===== src/design/rrs_pkg.sv =====
`timescale 1ns / 1ps
`default_nettype none
package rrs_pkg;

	localparam int MAX_JOBS = 32;
	localparam int IDX_W = $clog2(MAX_JOBS);
	localparam int CNT_W = IDX_W + 1;
	localparam int TIME_W = 22;
	localparam logic [TIME_W-1:0] TIME_MAX = {TIME_W{1'b1}};
	localparam logic [15:0] QUANTUM_RST = 16'd2;

	typedef struct packed {
		logic [7:0]  id;
		logic [15:0] arr;
		logic [15:0] burst;
	} job_t;

	typedef struct packed {
		job_t        job;
		logic [15:0] rem;
	} ring_t;

	typedef enum logic [1:0] {
		ST_LOAD,
		ST_ADMIT,
		ST_DISPATCH,
		ST_READMIT
	} state_t;

	// commands from the sequencer to the datapath
	typedef struct packed {
		logic load;
		logic init;
		logic admit;
		logic jump;
		logic complete;
		logic preempt;
		logic push_pre;
		logic finish;
	} cmd_t;

	// status from the datapath to the sequencer
	typedef struct packed {
		logic can_admit;
		logic arrivals_left;
		logic ring_empty;
		logic head_done;
		logic out_free;
	} sts_t;

endpackage
`default_nettype wire


===== src/design/rrs_ctrl.sv =====
`timescale 1ns / 1ps
`default_nettype none
module rrs_ctrl (
	input  wire logic          clk,
	input  wire logic          arst_n,
	input  wire logic          in_valid,
	input  wire logic          last_job,
	input  wire rrs_pkg::sts_t sts,
	output rrs_pkg::cmd_t      cmd,
	output rrs_pkg::state_t    state,
	output logic               in_stall
);

	rrs_pkg::state_t state_q, state_n;

	// hold state
	always_ff @(posedge clk or negedge arst_n) begin
		if (!arst_n) begin
			state_q <= rrs_pkg::ST_LOAD;
		end else begin
			state_q <= state_n;
		end
	end

	// sequence the simulation
	always_comb begin
		cmd = '0;
		state_n = state_q;
		unique case (state_q)
			rrs_pkg::ST_LOAD: begin
				if (in_valid) begin
					cmd.load = 1'b1;
					if (last_job) begin
						cmd.init = 1'b1;
						state_n = rrs_pkg::ST_ADMIT;
					end
				end
			end
			rrs_pkg::ST_ADMIT: begin
				if (sts.can_admit) begin
					cmd.admit = 1'b1;
				end else if (sts.ring_empty) begin
					if (sts.arrivals_left) begin
						cmd.jump = 1'b1;
					end else begin
						cmd.finish = 1'b1;
						state_n = rrs_pkg::ST_LOAD;
					end
				end else begin
					state_n = rrs_pkg::ST_DISPATCH;
				end
			end
			rrs_pkg::ST_DISPATCH: begin
				if (sts.head_done) begin
					if (sts.out_free) begin
						cmd.complete = 1'b1;
						state_n = rrs_pkg::ST_ADMIT;
					end
				end else begin
					cmd.preempt = 1'b1;
					state_n = rrs_pkg::ST_READMIT;
				end
			end
			rrs_pkg::ST_READMIT: begin
				if (sts.can_admit) begin
					cmd.admit = 1'b1;
				end else begin
					cmd.push_pre = 1'b1;
					state_n = rrs_pkg::ST_ADMIT;
				end
			end
			default: state_n = rrs_pkg::ST_LOAD;
		endcase
	end

	assign state = state_q;
	assign in_stall = (state_q != rrs_pkg::ST_LOAD);

endmodule
`default_nettype wire


===== config.mk =====
export PLATFORM = sky130hd
export DESIGN_NAME = rrs_ctrl
export DESIGN_NICKNAME = d
export VERILOG_FILES = /design/src/design/rrs_pkg.sv /design/src/design/rrs_ctrl.sv
export SDC_FILE = /design/constraint.sdc
export NUM_CORES = 1
export LEC_CHECK = 0
export BUFFER_PORTS_ARGS = -buffer_cell sky130_fd_sc_hd__buf_2
export CORE_AREA = 2 2 39 41
export CTS_CLUSTER_SIZE = 12
export DETAILED_ROUTE_END_ITERATION = 12
export DIE_AREA = 0 0 41 43
export PLACE_DENSITY = 0.48
export SETUP_SLACK_MARGIN = 0.2
export SYNTH_ARGS = -nofsm -noshare
export SYNTH_HDL_FRONTEND = slang
export SYNTH_SLANG_ARGS = --single-unit

===== constraint.sdc =====
create_clock -name clk -period 1.57 [get_ports clk]
set_input_delay 0 -clock clk [delete_from_list [all_inputs] [get_ports clk]]
set_output_delay 0 -clock clk [all_outputs]
set_load 0.05 [all_outputs]

### Word level (Yosys, flattened, before mapping)

Cells that the tools add are included.

* bits of input ports: 9
* logic and storage cells: 42
* output and inout bits: 11
* bits in registers: 2

* multiplexer cells: 28
* reductions and logical operators: 4
* eq/ne operators: 9

Operators with widths (count)
* $mux 2: 11
* $mux 1: 16
* $ne 2x2->1 const B: 4
* $pmux 2 s4: 1
* $ne 3x3->1 const B: 2
* $reduce_and 6->1: 1
* $eq 2x2->1 const B: 2
* $eq 2x1->1 const B: 1
* $logic_not 2->1: 1
* $reduce_bool 2->1: 1
* $reduce_or 2->1: 1

### Logic depth before layout (Yosys ltp)

Gate-level depths: netlist (run 1).

* depth in word-level cells: 4
* depth in mapped cells: 5
* depth with buffers taken out: 5

### Worst setup path before layout (run 1)

Ideal clock, no wire load.

* path kind: register to output
* from: register state_q[0] (netlist: state[0])
* to: output port cmd[4] in the netlist's numbering
* setup slack: -0.606 ns
* stages on the path, launching flop included: 4
* path buffers: 0
* required time: 1.570 ns
* arrival: 2.176 ns
* cells stage by stage: dfrtp_1 -> ha_1 -> nand2_1 -> nor3b_1

RTL lines
* from (decl): RTL line rrs_ctrl.sv:14 `rrs_pkg::state_t state_q, state_n;`
* from (signal assigned): RTL line rrs_ctrl.sv:19 `state_q <= rrs_pkg::ST_LOAD;`
* from (signal assigned): RTL line rrs_ctrl.sv:21 `state_q <= state_n;`
* to (decl): RTL line rrs_ctrl.sv:9 `output rrs_pkg::cmd_t cmd,`

==> results of run 1 <==
[area by class of cell]
class,instances,area (um2),area share [%]
Tap cell,16,20.0,4.12
Timing Repair Buffer,23,141,29.1
Sequential cell,2,52.6,10.8
Inverter,3,13.8,2.84
Multi-Input combinational cell,22,235,48.5
Clock buffer,3,22.5,4.64
[worst max-delay path, stage by stage (launching register included)]
cell     delay [ns]
dfrtp_2        0.42
buf_4          0.16
ha_1           0.18
nor2b_2        0.14
buf_2          0.20
[through the flow]
stage	cells	cell area (um2)	hold slack (ns)	setup slack, ns
after floorplan	27	284	-0.296	0.154
final	69	485	0.103	0.245
after global placement	62	399	-0.211	0.214
after detailed placement	62	399	-0.212	0.212
after CTS	68	455	0.0800	0.197
after global routing	69	485	0.114	0.171
[per-layer routing]
layer  wire (um)  vias to the layer above  track usage, %
met5           0                        -               0
met4           0                        0            6.00
met3          50                        0            4.71
met2         347                       10            12.2
met1         235                      131            8.68
li1            -                      145               -
[cell usage after synthesis (all sizes together), types with 2 or more instances]
cell type  number
inv             3
nor2b           2
mux2i           2
and2            2
nand2           2
ha              5
dfrtp           2
and3            2
[kinds of logic after synthesis]
| logic type | Yosys count | share of synthesized area, % |
|---|---|---|
| muxes | 2 | 8.12 |
| and+or+nand+nor | 11 | 26.9 |
| buffers and inverters | 3 | 4.57 |
| AOI/OAI and AO/OA | 4 | 14.7 |
| DFF | 2 | 20.3 |
| adders and majority gates | 5 | 25.4 |
[power by group]
group          leakage, nW  switching [mW]  total [mW]  internal [mW]
Combinational        0.219           0.484       0.754          0.270
Clock               0.0138          0.0263       0.110         0.0840
Sequential          0.0224          0.0349       0.118         0.0832
[final timing paths]
| kind | endpoint | cells past startpoint | slack (ns) |
|---|---|---|---|
| worst max-delay path | cmd[1] | 4 | 0.24 |
| worst min-delay path | state[0]$_DFFE_PN0P_ | 2 | 0.10 |
| worst max register to register | state[0]$_DFFE_PN0P_ | 5 | 0.25 |
| worst min register to register | state[0]$_DFFE_PN0P_ | 2 | 0.62 |
| max in group asynchronous | state[1]$_DFFE_PN0P_ | 2 | 1.36 |
| min in group clk | state[1]$_DFFE_PN0P_ | 3 | 0.16 |
[what timing repair did]
| action | in CTS | in global routing |
|---|---|---|
| endpoints found under the setup margin | 2 | 8 |
| buffers inserted | 2 | 1 |
| gates resized for setup | 3 | 7 |
| hold endpoints to repair | 2 | 0 |
| hold buffers | 1 | 0 |
==> results.md, run 1 <==
- The run finished with clean final reports.
- The die covers 1760 um2.
- In the finished design, the share of the clock period the worst path needs comes to 84.4%.
- VDD sags by at most 0.801 mV.
- The register with the most flip-flops in the layout has 2 of them.
- The weighted congestion at the end of routability-driven global placement is 0.698.
- The number of CTS-inserted buffers is 3.
- The number of global-route vias before repair is 246.
- The detail route stage leaves a number of antenna-violating nets equal to 0.
- After clock tree synthesis, the clock-pin slew on the worst setup and hold paths is 0.03 ns.
- The CTS tree is built.
- The class of the most critical setup path is flip-flop to output port.
- The later pin in the worst-skew pair is clocked with a latency of 0.22 ns.
- Among all flip-flop cells after synthesis, the most frequent one is dfrtp_1.
- 20 I/O pins were placed.
- The number of vias after detailed routing is 286.
- The final core area utilization is 35.1%.
- The number of distinct library cells after synthesis is 15.
- The final count of negative-setup-slack endpoints is 0.
- The power consumption is 0.982 mW.
- The number of remaining DRC errors is 0.
- The clock period minus worst slack is 1.33 ns.
- The sort of element at the start of the critical path is a flip-flop.
- The share of synthesized area in the top cell type comes to 25.4%.
- The leakage power figure is 0.255 nW.
- The number of antenna diodes in the final layout is 0.
- The setup total negative slack is 0 ns.
- Clock tree synthesis selected as its root buffer the cell clkbuf_4.
- The number of hold violations in the final report is 0.
- The min-delay analysis places its worst path in the category input port to async pin.
- CTS built an H-tree with a depth of 1.
- The net count of the finished layout is 69.
- The HPWL after detailed placement is 495 um.
- Input and output buffers added on the ports amount to 19.
- The clock arrives with 0.000125 ns of skew.
- The region available for standard cell placement spans 1380 um2.
- Counting flops with a built-in enable in the synthesized netlist gives 0.
- The maximum buffer depth of the clock tree is 2.
- In this run the cell area of the synthesized design comes to 246 um2.
- Summed over all layers, the routed wires come to 634 um.
- The most common cell after layout, fill and taps aside is buf_2.
- The final-report max-slew violation count is 0.
- Dividing the detail-routed via count by the number of cells gives 4.14.
- Counting every sink on the clock net gives 2.
- The proportion of layout cells with a drive suffix above 1 is 73.6%.
- The die is 43 um tall.
- The count of state elements after synthesis is 2.
- The worst setup path is captured at an output port.
- Dividing the detail-routed wire length by the instance count gives 9.19 um.
- The data arrival time of the worst path is 1.33 ns.
- The max-cap violation count is 0.
- The overflow left after global routing is 0.
- The top cell types in the final layout, fill and taps aside, are 15 x buf_2, 5 x clkbuf_4, 4 x buf_4.
- The pin count of the biggest net entering global routing is 8.
- Setup repair after global routing could not meet its margin everywhere.
- For this run, asynchronously set or reset flops after synthesis account for 100%.
- The net count after synthesis is 41.
- The number of antenna violations at the first check in global routing is 0.
- Measured along the x axis, the die boundary spans 41 um.
- The worst register-to-register path begins at state[0]$_DFFE_PN0P_.
- The part of the Yosys area used for sequential elements is 20.3%.
- The highest net fanout along the worst path is 5.
- The total iterations of the first detailed-routing run is 2.
- At the pin with the least slew margin, the transition time is 0.249 ns.
- The post-synthesis cell count is 27.
- The required time reported for the critical path endpoint is 1.57 ns.
- The worst slew margin relative to its limit is 83.5%.
- The largest area contributor in the netlist is ha_1.
- The area added between synthesis and finish is 97.0%.
- In this run the core area contains 14 standard-cell rows.
- The origin of the worst setup path is state[0]$_DFFE_PN0P_.
- During synthesis, Yosys emitted a total of 0 warnings.
- For this run, the total global-route usage over all layers was measured as 8.43%.
- After the first detailed-routing iteration, the DRC count stood at 1.
- The average instance in the mapped netlist occupies 9.13 um2.
- The starting utilization of the core area is 17.8%.
- In this run the power density over the cells is 2020 nW/um2.
- Counting the fill cells in the layout gives 146.
- The maximum achievable frequency is 755 MHz.
- The first global-routing pass estimated 952 um of wire.
- In the post-synthesis netlist, the biggest area contributors are ha_1 25%, dfrtp_1 20%, mux2i_1 8.1%.
(Power assumes the default switching activity.)
==> inputs of run 2 (changes only) <==
clock period = 1.28 ns   (was 1.57 ns; I/O delays follow)
==> run 2 against run 1 <==
Against the previous run:
- the run now ends with setup timing left
- die area unchanged
- critical endpoint is now cmd[4]
- worst hold slack got worse by 0.011 ns
- final cell count increased by 4.3%
- largest power group unchanged
==> results.md, run 2 (synthesized netlist as in run 1, its figures left out) <==
- The area growth from synthesis to layout is 153%.
- The post-route worst setup slack is -0.0255 ns.
- The clock latency on the worst-skew pair is 0.22 ns.
- The boundary pin count is 20.
- CTS built an H-tree with a depth of 1.
- The required time reported for the critical path endpoint is 1.28 ns.
- Global routing finished with a remaining overflow of 0.
- The number of hold violations in the final report is 0.
- Dividing the detail-routed via count by the number of cells gives 4.19.
- The starting utilization of the core area is 17.8%.
- The met2 routed wirelength is 476 um.
- The number of antenna violations at the first check in global routing came to 0.
- Measured along the y axis, the die boundary spans 43 um.
- The number of vias after detailed routing is 302.
- The biggest cell delay along the critical path is 0.41 ns.
- The number of placed instances, taps included, is 65.
- The clock transition time at the flip-flop clock pins of the worst setup and hold paths is 0.03 ns.
- After the flow finishes, the layout carries non-filler instances totaling 72.
- The final wirelength is 760 um.
- The maximum vdd drop is 1.12 mV.
- The worst setup path is launched from a flip-flop.
- The region available for standard cell placement spans 1380 um2.
- The total number of clock tree sinks is 2.
- The min-delay analysis places its worst path in the category input port to async pin.
- The flip-flop count of the largest register, all copies and words added is 2.
- The flow ran to the end, but the final reports show violations.
- After detailed routing, the wire length on met1 is 241 um.
- The number of remaining DRC errors is 0.
- The number of design-rule violations left by the first detailed-router iteration is 1.
- The total power divided by cell area is 2500 nW/um2.
- The number of global-route vias before repair came to 329.
- The number of core rows is 14.
- The full die area is 1760 um2.
- Port buffering added 19 buffers.
- The tool flagged a number of max-cap violations equal to 0.
- The longest clock path from root to sink contains 2 buffers.
- Across every metal layer, demand over resource in global routing totals 10.7%.
- The maximum achievable frequency is 766 MHz.
- For the pin with the worst max-slew slack, the measured transition is 0.250 ns.
- Detailed routing placed a total of 42 um of wire on met3.
- The final count of negative-setup-slack endpoints is 4.
- The share of the clock period used by the worst path is 102%.
- The post-route netlist has 83.9% of its cells at a drive strength greater than 1.
- The total iterations of the first detailed-routing run is 3.
- Entering global routing, the biggest net connects 6 pins.
- The CTS tree is built.
- The antenna diode count is 0.
- The category of the worst setup path capture point is an output port.
- The uppermost metal layer occupied by signal nets is met3.
- The first global-routing pass estimated 1.24 mm of wire.
- The worst-case clock skew is 0.00156 ns.
- Traced cell by cell, the critical path runs through inv_4 > ha_4 > nand2_4 > nor3b_4 > buf_6.
- The width of the die is 41 um.
- The mean routed wirelength per cell is 10.6 um.
- Leaving out fill and tap cells, the most frequent cell in the layout is buf_2.
- The buffer cell driving the clock tree root is clkbuf_4.
- Data arrives at the worst endpoint at 1.31 ns.
- The final-report max-slew violation count is 0.
- The clock period minus worst slack is 1.31 ns.
- The highest net fanout along the worst path is 3.
- The weighted congestion at the end of routability-driven global placement is 0.661.
- The class of the most critical setup path is flip-flop to output port.
- Cells fill 45.0% of the core in the end.
- Setup repair after global routing could not meet its margin everywhere.
- The top cell types in the final layout, fill and taps aside, are 10 x buf_2, 5 x buf_6, 5 x buf_8, 5 x buf_4.
- On the final layout, the worst hold slack is 0.0918 ns.
- Headroom to the max-slew limit came out at 83.4%.
- For this design, the slowest cell found on the critical path is dfrtp_2.
- The net count of the finished layout is 72.
- Summed over all cells, the static leakage comes to 0.294 nW.
- Once detail routing completed, the nets flagged for antenna violations numbered 0.
- The checks that failed: setup timing.
- The half-perimeter wire length after placement is 526 um.
- The number of CTS-inserted buffers is 3.
[run 2: changes by cell type in the layout (fill, tap and decap cells not counted), sizes merged]
cell,delta
clkbuf,-2
buf,+5
[run 2: critical path: cells and delay by family, from the launching register on]
family,cells,cell delay (ns)
fa+ha+maj,1,0.15
simple gates,2,0.25
buf+inv,2,0.27
flops,1,0.41
[run 2: worst paths after layout]
path | slack [ns] | to | cells after the start | startpoint
worst max-delay path | -0.03 | cmd[4] | 5 | state[1]$_DFFE_PN0P_
worst min-delay path | 0.09 | state[0]$_DFFE_PN0P_ | 2 | arst_n
worst max register to register | 0 | state[0]$_DFFE_PN0P_ | 5 | state[0]$_DFFE_PN0P_
worst min register to register | 0.70 | state[0]$_DFFE_PN0P_ | 2 | state[0]$_DFFE_PN0P_
max in group asynchronous | 1.08 | state[1]$_DFFE_PN0P_ | 2 | arst_n
min in group clk | 0.15 | state[1]$_DFFE_PN0P_ | 3 | sts[0]
[run 2: metal layers]
layer | vias to the layer above | track usage, %
met5 | - | 0
met3 | 0 | 1.57
met1 | 142 | 9.62
met4 | 0 | 10.0
met2 | 9 | 18.4
li1 | 151 | -
[run 2: what timing repair did]
| item | CTS | global route |
|---|---|---|
| hold buffers | 1 | 0 |
| setup buffers | 2 | 1 |
| hold endpoints to repair | 2 | 0 |
| gates resized for setup | 29 | 6 |
| pin swaps | 2 | 2 |
| endpoints found under the setup margin | 11 | 11 |
[run 2: layout make-up]
type	count	area, um2
multi-input cells	22	283
well taps	16	20.0
clock buffers	3	22.5
flip-flops and latches	2	52.6
repair buffers	26	229
fillers	133	761
inverters	3	16.3
[run 2: stage by stage]
stage	setup slack [ns]	setup TNS, ns	area [um2]	total power [mW]
floorplan	-0.136	-0.427	298	0.811
global placement	0.0168	0	435	1.04
detailed placement	-0.0121	-0.0137	435	1.04
CTS	-0.0189	-0.0726	589	1.46
global route	-0.0757	-0.377	623	1.66
finish	-0.0255	-0.0628	623	1.56
[run 2: where the power goes]
part	internal [mW]	switching, mW	leakage (nW)
logic	0.579	0.687	0.258
registers	0.102	0.0501	0.0224
clock network	0.103	0.0362	0.0138
total	0.784	0.773	0.294
